$ cat config.mk
export PLATFORM = sky130hd
export DESIGN_NAME = bbp_front
export DESIGN_NICKNAME = d
export VERILOG_FILES = /design/src/sv/bbp_pkg.sv /design/src/sv/bbp_front.sv
export SDC_FILE = /design/constraint.sdc
export NUM_CORES = 1
export LEC_CHECK = 0
export ABC_CLOCK_PERIOD_IN_PS = 800
export BUFFER_PORTS_ARGS = -buffer_cell sky130_fd_sc_hd__buf_4
export CORE_AREA = 2 2 39 41
export DETAILED_ROUTE_END_ITERATION = 8
export DIE_AREA = 0 0 41 43
export SYNTH_ARGS = -nofsm -noshare
export SYNTH_HDL_FRONTEND = slang
export SYNTH_SLANG_ARGS = --single-unit
export TNS_END_PERCENT = 5
$ cat constraint.sdc
create_clock -name vclk -period 0.8
set_clock_uncertainty 0.05 [all_clocks]
set_input_delay 0.12 -clock vclk [all_inputs]
set_output_delay 0.12 -clock vclk [all_outputs]
set_load 0.02 [all_outputs]
$ cat src/sv/bbp_pkg.sv
// Shared types, constants and helpers for the bimodal branch predictor.
// No dependencies; every other file imports this package.
`timescale 1ns / 1ps

package bbp_pkg;

  // Fixed field widths
  localparam int ADDR_W       = 32;
  localparam int STAT_W       = 32;
  localparam int INDEX_BITS_W = 4;
  localparam int INIT_COUNT_W = 2;

  // Stream payload widths, padded to whole bytes
  localparam int IN_TDATA_W  = 40;
  localparam int OUT_TDATA_W = 168;

  // Configuration port
  localparam int CFG_IDX_W  = 1;
  localparam int CFG_DATA_W = 4;

  localparam logic [CFG_IDX_W-1:0] REG_INDEX_BITS = 1'b0;
  localparam logic [CFG_IDX_W-1:0] REG_INIT_COUNT = 1'b1;

  localparam logic [INDEX_BITS_W-1:0] INDEX_BITS_RST = 4'd12;
  localparam logic [INIT_COUNT_W-1:0] INIT_COUNT_RST = 2'd0;

  typedef logic [STAT_W-1:0] stat_t;

  // Status passed from the back part to the front part
  typedef struct packed {
    logic                    clearing;
    logic [INDEX_BITS_W-1:0] index_bits;
  } bbp_status_t;

  // Increment that sticks at all ones
  function automatic stat_t sat_inc(input stat_t v);
    return (&v) ? v : stat_t'(v + 1'b1);
  endfunction

endpackage

$ cat src/sv/bbp_front.sv
// Front part: accepts resolved branches and forms the table index.
// Depends on bbp_pkg; feeds bbp_fifo.
`timescale 1ns / 1ps

module bbp_front import bbp_pkg::*; #(
  parameter int MAX_INDEX_BITS = 12
) (
  input  logic                      in_tvalid,
  output logic                      in_tready,
  input  logic [IN_TDATA_W-1:0]     in_tdata,
  input  bbp_status_t               status,
  input  logic                      fifo_full,
  output logic                      push,
  output logic [MAX_INDEX_BITS-1:0] push_idx,
  output logic                      push_taken
);

  logic [4:0]                bits_eff;
  logic [MAX_INDEX_BITS-1:0] mask;

  // Hold off items while the table refills or the queue is full
  assign in_tready = !status.clearing && !fifo_full;
  assign push      = in_tvalid && in_tready;

  // Clamp the configured index width to the table size
  always_comb begin
    if ({1'b0, status.index_bits} > 5'(MAX_INDEX_BITS)) begin
      bits_eff = 5'(MAX_INDEX_BITS);
    end else begin
      bits_eff = {1'b0, status.index_bits};
    end
    for (int i = 0; i < MAX_INDEX_BITS; i++) begin
      mask[i] = (5'(i) < bits_eff);
    end
  end

  // Word index from the address, masked to the active width
  assign push_idx   = in_tdata[2 +: MAX_INDEX_BITS] & mask;
  assign push_taken = in_tdata[ADDR_W];

endmodule

==> summary.txt <==
Outcome
  – Status: finished with violations
  – Violated checks: negative setup slack

Synthesis
  – Synth Area in Simple Gates: 41.4%
  – Avg Cell Area, Syn: just over 6 um2
  – Top cells by count, synth: nand2_1 (4), nor2_1 (4), nor2b_1 (3)
  – Synthesized instance count: 27
  – Seq/Total Area, Yosys: 0%
  – Post-synthesis xor/xnor area fraction: 0%
  – Largest family of logic cells by synthesized area: simple AND/OR/NAND/NOR gates
  – Syn Nets: 74
  – Mux cell area share after synthesis: 0%
  – Cell area after synthesis: 166 um2
  – Ranking of synthesized cells by area: nor2b_1 (11%), a21boi_0 (9.0%), buf_4 (9.0%)
  – Synth top area share: ~11%
  – Synth Area in Compound Gates: 39.8%
  – Synth Warn #: 0
  – Post-Synth Adder-Cell Area: 0%
  – Synth area leader: nor2b_1
  – Library cells used by synthesis: 15

Worst setup path
  – WS Path Type: in -> out
  – Worst Path Arrival: ~0.71 ns
  – Critical path capture point type: primary output
  – Max Fanout on Critical Path: 5
  – Req. time, crit path: 0.63 ns
  – Startpoint Class: primary input

Pwr
  – Internal power: 0.000161 W
  – Static leakage: 0.250 nW
  – Sw frac: 43.3%
  – Total power: between 0.0002 and 0.0003 W
  – Power density over the cells: approximately 600 nW/um2
  – NetSw: about 0.00012 W
  – Reg power frac: 0%
  – Clock power share: 0%
  – Worst IR Drop VDD: 122 uV
  – Comb pwr share: 100.0%

Global route
  – Initial antenna violation count: 0
  – First-pass GRT wire length: 938 um
  – Largest net degree at the start of global routing: 10
  – Global router's overall resource usage: 6.89%
  – Gr ovfl total: 0
  – Vias in the first global route: between 200 and 250

Timing
  – Slew HR: 91.0%
  – Tightest Pin Transition: 0.134 ns
  – Final Setup Violations: 4
  – Final Critical Period: just under 0.9 ns
  – Fin crit share: 110%
  – Hold WS: between 0.15 and 0.2 ns
  – Fmax: 1.14 GHz
  – Final Hold Viols: 0
  – RSZ-0062 raised after global routing: yes
  – Fin worst setup slack: -0.0761 ns
  – Setup TNS: -0.204 ns
  – Final Slew Violations: 0

Placed design
  – HPWL reported at the end of detailed placement: 593 um
  – Post-Place Cells: 74
  – Routability Congestion: 0.528
  – Port bufs: 33

Routing
  – Vias per inst: 3.97
  – Via count: 294
  – WL/cell: around 9.6 um
  – Final ANT Viol Nets: 0
  – # DRC: 0
  – Final WL: 708 um
  – Drt pass-1 iters: 2
  – 1st-iter DRT viols: 2

Floorplan
  – Core area: 1380 um2
  – Initial Util: 12.0%
  – Die height: 43 um
  – FP Rows: 14
  – Die area: 1760 um2
  – Top-level I/O count: 62
  – Die W: approximately 41 um

Layout
  – Layout cells sized above 1: a little under 70%
  – Core Util, Final: 33.9%
  – Fillers: approximately 160
  – CLK BUF: 0
  – Layout area overhead: 182%
  – Ant. Diodes: 0
  – Post-route insts no fill: 74
  – Seq_cells: 0
  – Final #Nets: 107
  – Reg area: 0 um2

Flow run
  – MaxCap Viol Count: 0

Worst hold path
  – Hold Path Stages: 0
  – Worst min path class: in -> out
critical path, cell delays in order:
cell and delay [ns]:
buf_8 0.10, o311a_1 0.35, buf_6 0.13
logic make-up after synthesis:
group	after synthesis
AOI/OAI and AO/OA	9
buffers and inverters	4
and+or+nand+nor	14
metal layers:
metal | track usage, % | vias up | wire length, um
li1 | - | 154 | -
met5 | 0 | - | 0
met1 | 6.33 | 126 | 238
met4 | 0 | 0 | 0
met3 | 0 | 0 | 69
met2 | 15.3 | 14 | 400
cell usage in the layout (no fill, tap or decap), types with 2 or more instances in the layout:
cell type  count
buf_4         28
buf_6          5
nor2b_1        3
a21boi_1       2
a21oi_1        2
nand2_1        4
nor2_4         2
nor2_1         2
buf_8          2
stage by stage:
step                area [um2]  worst slack, ns
floorplan                  169          -0.0585
global placement           420           -0.124
detailed placement         420           -0.117
CTS                        454          -0.0848
global route               469          -0.0823
finish                     469          -0.0761
power groups by stage:
| stage | combinational (W) | clock (W) | sequential [W] |
|---|---|---|---|
| after floorplan | 0.000128 | 0 | 0 |
| after global placement | 0.000257 | 0 | 0 |
| after detailed placement | 0.000259 | 0 | 0 |
| after CTS | 0.000277 | 0 | 0 |
| after global routing | 0.000304 | 0 | 0 |
| final | 0.000283 | 0 | 0 |
path summary, 6_finish.rpt:
path / startpoint / end
max: status[0] / push_idx[8]
min: in_tdata[32] / push_taken
final cells by class:
type / instances / area (um2) / area share (%)
Tap cell: 16 / 20.0 / 4.27
Timing Repair Buffer: 35 / 297 / 63.2
Multi-Input combinational cell: 23 / 153 / 32.5
repair_timing:
item                                    in CTS  in global routing
endpoints found under the setup margin       8                  9
pin swaps                                    3                  1
setup buffers                                0                  0
hold buffers                                 0                  0
resized for setup                            9                  4
No activity file was read; power rests on OpenSTA's default activity.
