[config.mk]
export PLATFORM = sky130hd
export DESIGN_NAME = bbp_fifo
export DESIGN_NICKNAME = d
export VERILOG_FILES = /design/src/sv/bbp_pkg.sv /design/src/sv/bbp_fifo.sv
export SDC_FILE = /design/constraint.sdc
export NUM_CORES = 1
export LEC_CHECK = 0
export BUFFER_PORTS_ARGS = -buffer_cell sky130_fd_sc_hd__clkbuf_2
export CAP_MARGIN = 20
export CORE_MARGIN = 1
export CORE_UTILIZATION = 53
export CTS_CLUSTER_DIAMETER = 30
export DETAILED_ROUTE_END_ITERATION = 10
export GPL_TIMING_DRIVEN = 0
export PLACE_DENSITY = 0.92
export RECOVER_POWER = 25
export SYNTH_ARGS = -nofsm -noshare
export SYNTH_HDL_FRONTEND = slang
export SYNTH_SLANG_ARGS = --single-unit
[constraint.sdc]
create_clock -name clk -period 4.2 [get_ports clk]
set_input_delay 0.21 -clock clk [delete_from_list [all_inputs] [get_ports clk]]
set_output_delay 0.21 -clock clk [all_outputs]
set_load 0.05 [all_outputs]
[src/sv/bbp_pkg.sv]
// Shared types, constants and helpers for the bimodal branch predictor.
// No dependencies; every other file imports this package.
`timescale 1ns / 1ps

package bbp_pkg;

  // Fixed field widths
  localparam int ADDR_W       = 32;
  localparam int STAT_W       = 32;
  localparam int INDEX_BITS_W = 4;
  localparam int INIT_COUNT_W = 2;

  // Stream payload widths, padded to whole bytes
  localparam int IN_TDATA_W  = 40;
  localparam int OUT_TDATA_W = 168;

  // Configuration port
  localparam int CFG_IDX_W  = 1;
  localparam int CFG_DATA_W = 4;

  localparam logic [CFG_IDX_W-1:0] REG_INDEX_BITS = 1'b0;
  localparam logic [CFG_IDX_W-1:0] REG_INIT_COUNT = 1'b1;

  localparam logic [INDEX_BITS_W-1:0] INDEX_BITS_RST = 4'd12;
  localparam logic [INIT_COUNT_W-1:0] INIT_COUNT_RST = 2'd0;

  typedef logic [STAT_W-1:0] stat_t;

  // Status passed from the back part to the front part
  typedef struct packed {
    logic                    clearing;
    logic [INDEX_BITS_W-1:0] index_bits;
  } bbp_status_t;

  // Increment that sticks at all ones
  function automatic stat_t sat_inc(input stat_t v);
    return (&v) ? v : stat_t'(v + 1'b1);
  endfunction

endpackage

[src/sv/bbp_fifo.sv]
// Two-entry queue between the front and back parts of the predictor.
// Depends on bbp_pkg only for house consistency of imports.
`timescale 1ns / 1ps

module bbp_fifo import bbp_pkg::*; #(
  parameter int W = 13
) (
  input  logic         clk,
  input  logic         rst_n,
  input  logic         push,
  input  logic [W-1:0] push_data,
  input  logic         pop,
  output logic [W-1:0] head_data,
  output logic         full,
  output logic         empty
);

  logic [W-1:0] slot_r [2];
  logic         wr_ptr_r;
  logic         wr_ptr_nxt;
  logic         rd_ptr_r;
  logic         rd_ptr_nxt;
  logic [1:0]   cnt_r;
  logic [1:0]   cnt_nxt;

  assign full      = (cnt_r == 2'd2);
  assign empty     = (cnt_r == 2'd0);
  assign head_data = slot_r[rd_ptr_r];

  // Advance pointers and occupancy
  always_comb begin
    wr_ptr_nxt = push ? ~wr_ptr_r : wr_ptr_r;
    rd_ptr_nxt = pop ? ~rd_ptr_r : rd_ptr_r;
    cnt_nxt    = cnt_r + {1'b0, push} - {1'b0, pop};
  end

  always_ff @(posedge clk) begin
    if (!rst_n) begin
      wr_ptr_r <= 1'b0;
      rd_ptr_r <= 1'b0;
      cnt_r    <= 2'd0;
    end else begin
      wr_ptr_r <= wr_ptr_nxt;
      rd_ptr_r <= rd_ptr_nxt;
      cnt_r    <= cnt_nxt;
    end
  end

  // Store payload
  always_ff @(posedge clk) begin
    if (push) begin
      slot_r[wr_ptr_r] <= push_data;
    end
  end

endmodule

==> impl_results.md, run 1 <==
* Status: finished, final reports clean
* Chip Width at 48.8 um
* Row count at 16
* Worst hold slack at 85.9 ps
* Clock latency on the worst-skew pair at 310 ps
* Crit path required time at 3990 ps
* Area delta synth->final at 22.2%
* Fin crit share at 41.5%
* Worst path arrival time at 1530 ps
* Clock tree buffer depth at 2
* Slowest stage delay, CP at 410 ps
* Die area at 2380 um^2
* Commonest cells after routing, fill and taps aside: 26 x edfxtp_1, 25 x clkbuf_2, 13 x mux2_2
* Leak at 0.560 nW
* Grt met3 use at approximately a tenth
* Pin count of the biggest net entering global routing at 15
* Final TNS setup at 0 ps
* M1 GR Usage at 14.0%
* Vias at roughly 630
* Power per cell area at between 400 and 500 nW/um^2
* Starting Density at 57.9%
* Post-CTS setup buffer count at 0
* Unrepaired setup endpoints after global routing: no
* Kind of end point of the critical path: output port
* Clk pin slew, worst setup/hold paths at 90 ps
* GR peak layer: met2
* Met2 Track Usage GR at 29.4%
* Vias in the first global route at between 600 and 700
* Yosys cell types at 12
* Worst slew margin at 60.4%
* Final setup fails at 0
* Gates resized, CTS repair at 0
* Syn Nets at 80
* Drt drc at 0
* Critical path fanouts, max at 10
* Critical-path cell list: buf_4 -> mux2_2 -> clkbuf_2
* Vias/cell at 4.94
* Remaining Overflow, GRT at 0
* Final WL at 1.69 mm
* Final min period at around 1700 ps
* Iteration-0 DRC Markers at 8
* Routability Congestion at 0.592
* GRT Overall Usage at 16.9%
* Share of layout cells above drive strength 1 at 46.5%
* Ys Warns at 0
* Synth area leader: edfxtp_1
* Avg WL per Cell at 13.2 um
* TritonCTS buffer count at 5
* Register area share after synthesis at between 70% and 80%
* Clock Sinks at 31
* Max cap viols at 0
* CP Buf/Inv Count at 2
* Antenna Nets Post-Route at 0
* Least-Margin Pin Slew at 593 ps
* HPWL after DPL at ~1.2 mm
* Max VDD drop at around 0.46 mV
* Initial antenna violation count at 0
* Mapped Cells at 61
* HP Class: in2reg
* 1st-pass router iterations at 4
* CTS tree: done
* Slowest stage cell, crit path: dfxtp_1
* First-pass GRT wire length at 2.66 mm
* CP Launch Type: flip-flop
* Die Ht at 48.8 um
* Register bit total from synthesis at 31
* Ports at 32
* Syn_area_per_cell at 19.0 um^2
* H-tree depth at 2
* Largest cells by area after synthesis: edfxtp_1 67%, mux2_2 13%, dfxtp_1 8.6%
* Mapped Area at 1160 um^2
* Nets at 119
* Tot Pwr at 0.692 mW
* Post-synth top area share at 67.3%
* Clock Skew at 7.51 ps
* Fmax at 574 MHz
* Buffers on Ports at 31
* Final Hold Viols at 0
* CTS Root Buffer Type: clkbuf_4
* Cts hold-fix bufs at 0
* Delay-heaviest family, CP: buffers and inverters
* Core area at 2000 um^2
* Most common cell after layout, fill and taps aside: edfxtp_1
* Slew Viols, Final at 0
* Kind of critical path: reg2out
* Antenna cells at 0
[power breakdown]
group	total [mW]	switching (mW)	internal, mW
clock	0.186	0.0880	0.0984
sequential	0.363	0.00870	0.354
combinational	0.143	0.0957	0.0470
[registers in the layout, indices dropped and copies added (netlist names), named ones only]
name	cells
slot_r	26
cnt_r	2
wr_ptr_r	1
rd_ptr_r	1
[synthesized netlist by cell type, drive strengths merged]
master  count
and2        4
buf         1
dfxtp       5
edfxtp     26
ha          2
inv         2
mux2       13
nor2        1
nor2b       4
o21a        1
xnor3       1
xor2        1
[kinds of logic (layout without fill, tap and decap cells)]
| kind of cell | after synthesis | count (layout) | share of synthesized area, % |
|---|---|---|---|
| DFF | 31 | 31 | 75.9 |
| muxes | 13 | 13 | 12.6 |
| and+or+nand+nor | 9 | 9 | 4.64 |
| buffers and inverters | 3 | 43 | 1.29 |
| adders and majority gates | 2 | 2 | 2.16 |
| xor gates and xnor gates | 2 | 2 | 2.70 |
| AOI/OAI and AO/OA | 1 | 1 | 0.647 |
[final timing paths]
| check | startpoint | slack, ps | endpoint | cells past startpoint |
|---|---|---|---|---|
| worst min register to register | rd_ptr_r$_SDFFE_PN0P_ | 600 | flip-flop | 2 |
| worst max register to register | cnt_r[0]$_SDFF_PN0_ | 2970 | cnt_r[1]$_SDFF_PN0_ | 6 |
| worst min-delay path | push_data[0] | 90 | slot_r[1][0]$_DFFE_PP_ | 1 |
| worst max-delay path | flip-flop | 2460 | head_data[5] | 3 |
[metrics by stage]
stage          util, %  worst slack (ps)  instances  area [um^2]
3_3_place_gp      67.4              2570        119         1350
2_1_floorplan        -              2870         61         1160
3_5_place_dp      67.4              2520        119         1350
5_1_grt           70.8              2370        128         1420
6_report          70.8              2460        128         1420
4_1_cts           70.8              2430        127         1420
[routing by layer]
layer / part of all wire, % / up-vias
met5: 0 / -
met4: 1.5 / 0
met3: 6.7 / 2
met2: 55 / 24
met1: 36 / 300
li1: - / 306
[area by class of cell]
type | count | area (um^2)
Tap cell | 27 | 33.8
Buffer | 1 | 7.51
Multi-Input combinational cell | 27 | 264
Sequential cell | 31 | 881
Clock buffer | 8 | 68.8
Inverter | 2 | 7.51
Fill cell | 139 | 584
Timing Repair Buffer | 32 | 155
(Power assumes the default switching activity.)
==> run 2: changes to the inputs <==
- CORE_UTILIZATION: 53 -> 45
- PLACE_DENSITY: 0.92 -> 0.84
- clock period: 4.2 -> 1.5 ns (I/O delays scaled with it)
==> run 2 against run 1 <==
  * Die area grew 17%
  * Critical path type unchanged
  * Critical endpoint is now head_data[10]
  * Largest cell class unchanged
  * Critical path depth stayed put
  * Clock power is 130% higher
  * Sequential power increased to 2.8 times the previous value
  * Via count rose by 7.3%
  * Count of clock-buffer cells in the layout unchanged
  * Utilization is 6.7 points lower
  * Sequential share of layout area fell by 5.9 points
  * Flip-flop and latch count unchanged
  * Combinational power rose to 3.2 times the previous value
==> impl_results.md, run 2 (same netlist as run 1, synthesis figures left out) <==
* Status: finished, final reports clean
* Clock Sinks at 31
* Crit path required time at 1420 ps
* Placed insts at 123
* Vias/cell at 4.71
* Max VDD drop at between 0.9 and 1 mV
* Least-Margin Pin Slew at 595 ps
* CP Buf/Inv Count at 2
* Share of layout cells above drive strength 1 at 42.1%
* Core Util, Final at between 60% and 70%
* Final Hold Viols at 0
* Routability Congestion at 0.623
* Most common cell after layout, fill and taps aside: edfxtp_1
* 1st-pass router iterations at 4
* HP Class: in2reg
* Pin count of the biggest net entering global routing at 14
* Power per cell area at 1210 nW/um^2
* Iteration-0 DRC Markers at 4
* Fmax at roughly 700 MHz
* Buffers on Ports at 31
* Area delta synth->final at 35.7%
* Antenna cells at 0
* Slowest stage cell, crit path: dfxtp_4
* Nets at 132
* CP Launch Type: flip-flop
* Clk pin slew, worst setup/hold paths at around 80 ps
* Top Registers: slot_r x26, cnt_r x2
* Kind of end point of the critical path: output port
* CTS tree: done
* Avg WL per Cell at 12.2 um
* Row count at 18
* H-tree depth at 2
* HPWL after DPL at 1.23 mm
* Final WL at 1.76 mm
* Ports at 32
* Largest register FFs at 26
* Vias at 678
* Core area at between 2000 and 2500 um^2
* Clock Skew at 7.66 ps
* Unrepaired setup endpoints after global routing: no
* Chip Width at between 50 and 60 um
* Vias in the first global route at 687
* Reg with most FFs: slot_r
* Max cap viols at 0
* Starting Density at 47.2%
* Clock latency on the worst-skew pair at 320 ps
* First-pass GRT wire length at 2.74 mm
* Non-Filler Instances at approximately 140
* R2R Path Start: cnt_r[0]$_SDFF_PN0_
* Die Ht at 52.8 um
* Initial antenna violation count at 0
* Remaining Overflow, GRT at 0
* Slew Viols, Final at 0
* CTS Root Buffer Type: clkbuf_4
* Leak at approximately 0.6 nW
* Fin crit share at 96.2%
* Final setup fails at 0
* Clock tree buffer depth at 2
* Final min period at 1440 ps
* Die area at 2780 um^2
* GRT Overall Usage at 15.3%
* Kind of critical path: reg2out
* Worst slew margin at 60.4%
* Tot Pwr at 1.90 mW
* Worst path arrival time at 1370 ps
* Commonest cells after routing, fill and taps aside: 26 x edfxtp_1, 17 x clkbuf_2, 13 x mux2_2, 13 x dlygate4sd3_1, 8 x buf_4
* HP Start: rst_n
* Slowest stage delay, CP at 380 ps
* TritonCTS buffer count at 5
* Drt drc at 0
* Critical-path cell list: buf_8 -> mux2_2 -> clkbuf_4
* Delay-heaviest family, CP: flip-flops
* Critical path fanouts, max at 10
* Antenna Nets Post-Route at 0
## run 2: cell types whose count changed in the layout (fill, tap and decap cells not counted)
cell / change
buf_4: +6
buf_6: +1
buf_8: +1
clkbuf_2: -8
clkbuf_4: +2
clkbuf_8: -2
dfxtp_1: -1
dfxtp_4: +1
dlygate4sd3_1: +13
## run 2: area by class of cell
type                       count  area (um^2)
buffer                         1         15.0
tap                           30         37.5
sequential                    31          885
clock buffer                   8         48.8
inverter                       2         7.51
fill                         199          881
timing repair buffer          45          317
multi-input combinational     27          264
## run 2: through the flow
step | setup WS [ps] | hold slack (ps) | TNS, ps | area [um^2]
after floorplan | 168 | 174 | 0 | 1160
after CTS | 1.80 | 2.27 | 0 | 1570
after global placement | -123 | 266 | -1610 | 1350
after detailed placement | 192 | 271 | 0 | 1360
after global routing | 4.63 | 12.8 | 0 | 1570
final | 57.3 | 12.7 | 0 | 1570
## run 2: what timing repair did
action,4_1_cts,5_1_grt
resized for setup,12,10
hold buffers,13,0
endpoints found under the hold margin,26,0
pin swaps,0,0
endpoints found under the setup margin,10,10
cloned,0,0
setup buffers,0,0
## run 2: path summary, 6_finish.rpt
kind / slack (ps) / cells after the start / end
worst max-delay path: 60 / 3 / head_data[10]
worst min-delay path: 10 / 2 / wr_ptr_r$_SDFFE_PN0P_
worst max register to register: 210 / 6 / cnt_r[1]$_SDFF_PN0_
worst min register to register: 590 / 2 / rd_ptr_r$_SDFFE_PN0P_
## run 2: metal layers
| metal | routed length, um | up-vias | track usage (%) |
|---|---|---|---|
| li1 | - | 328 | - |
| met1 | 712 | 318 | 15.2 |
| met2 | 884 | 25 | 25.1 |
| met3 | 108 | 7 | 6.38 |
| met4 | 53 | 0 | 11.8 |
| met5 | 0 | - | 0 |
## run 2: power breakdown
part | total (mW) | switching, mW | leakage, nW | internal [mW]
Clock | 0.432 | 0.245 | 0.0265 | 0.186
Combinational | 0.454 | 0.278 | 0.305 | 0.176
Sequential | 1.02 | 0.0250 | 0.286 | 0.993
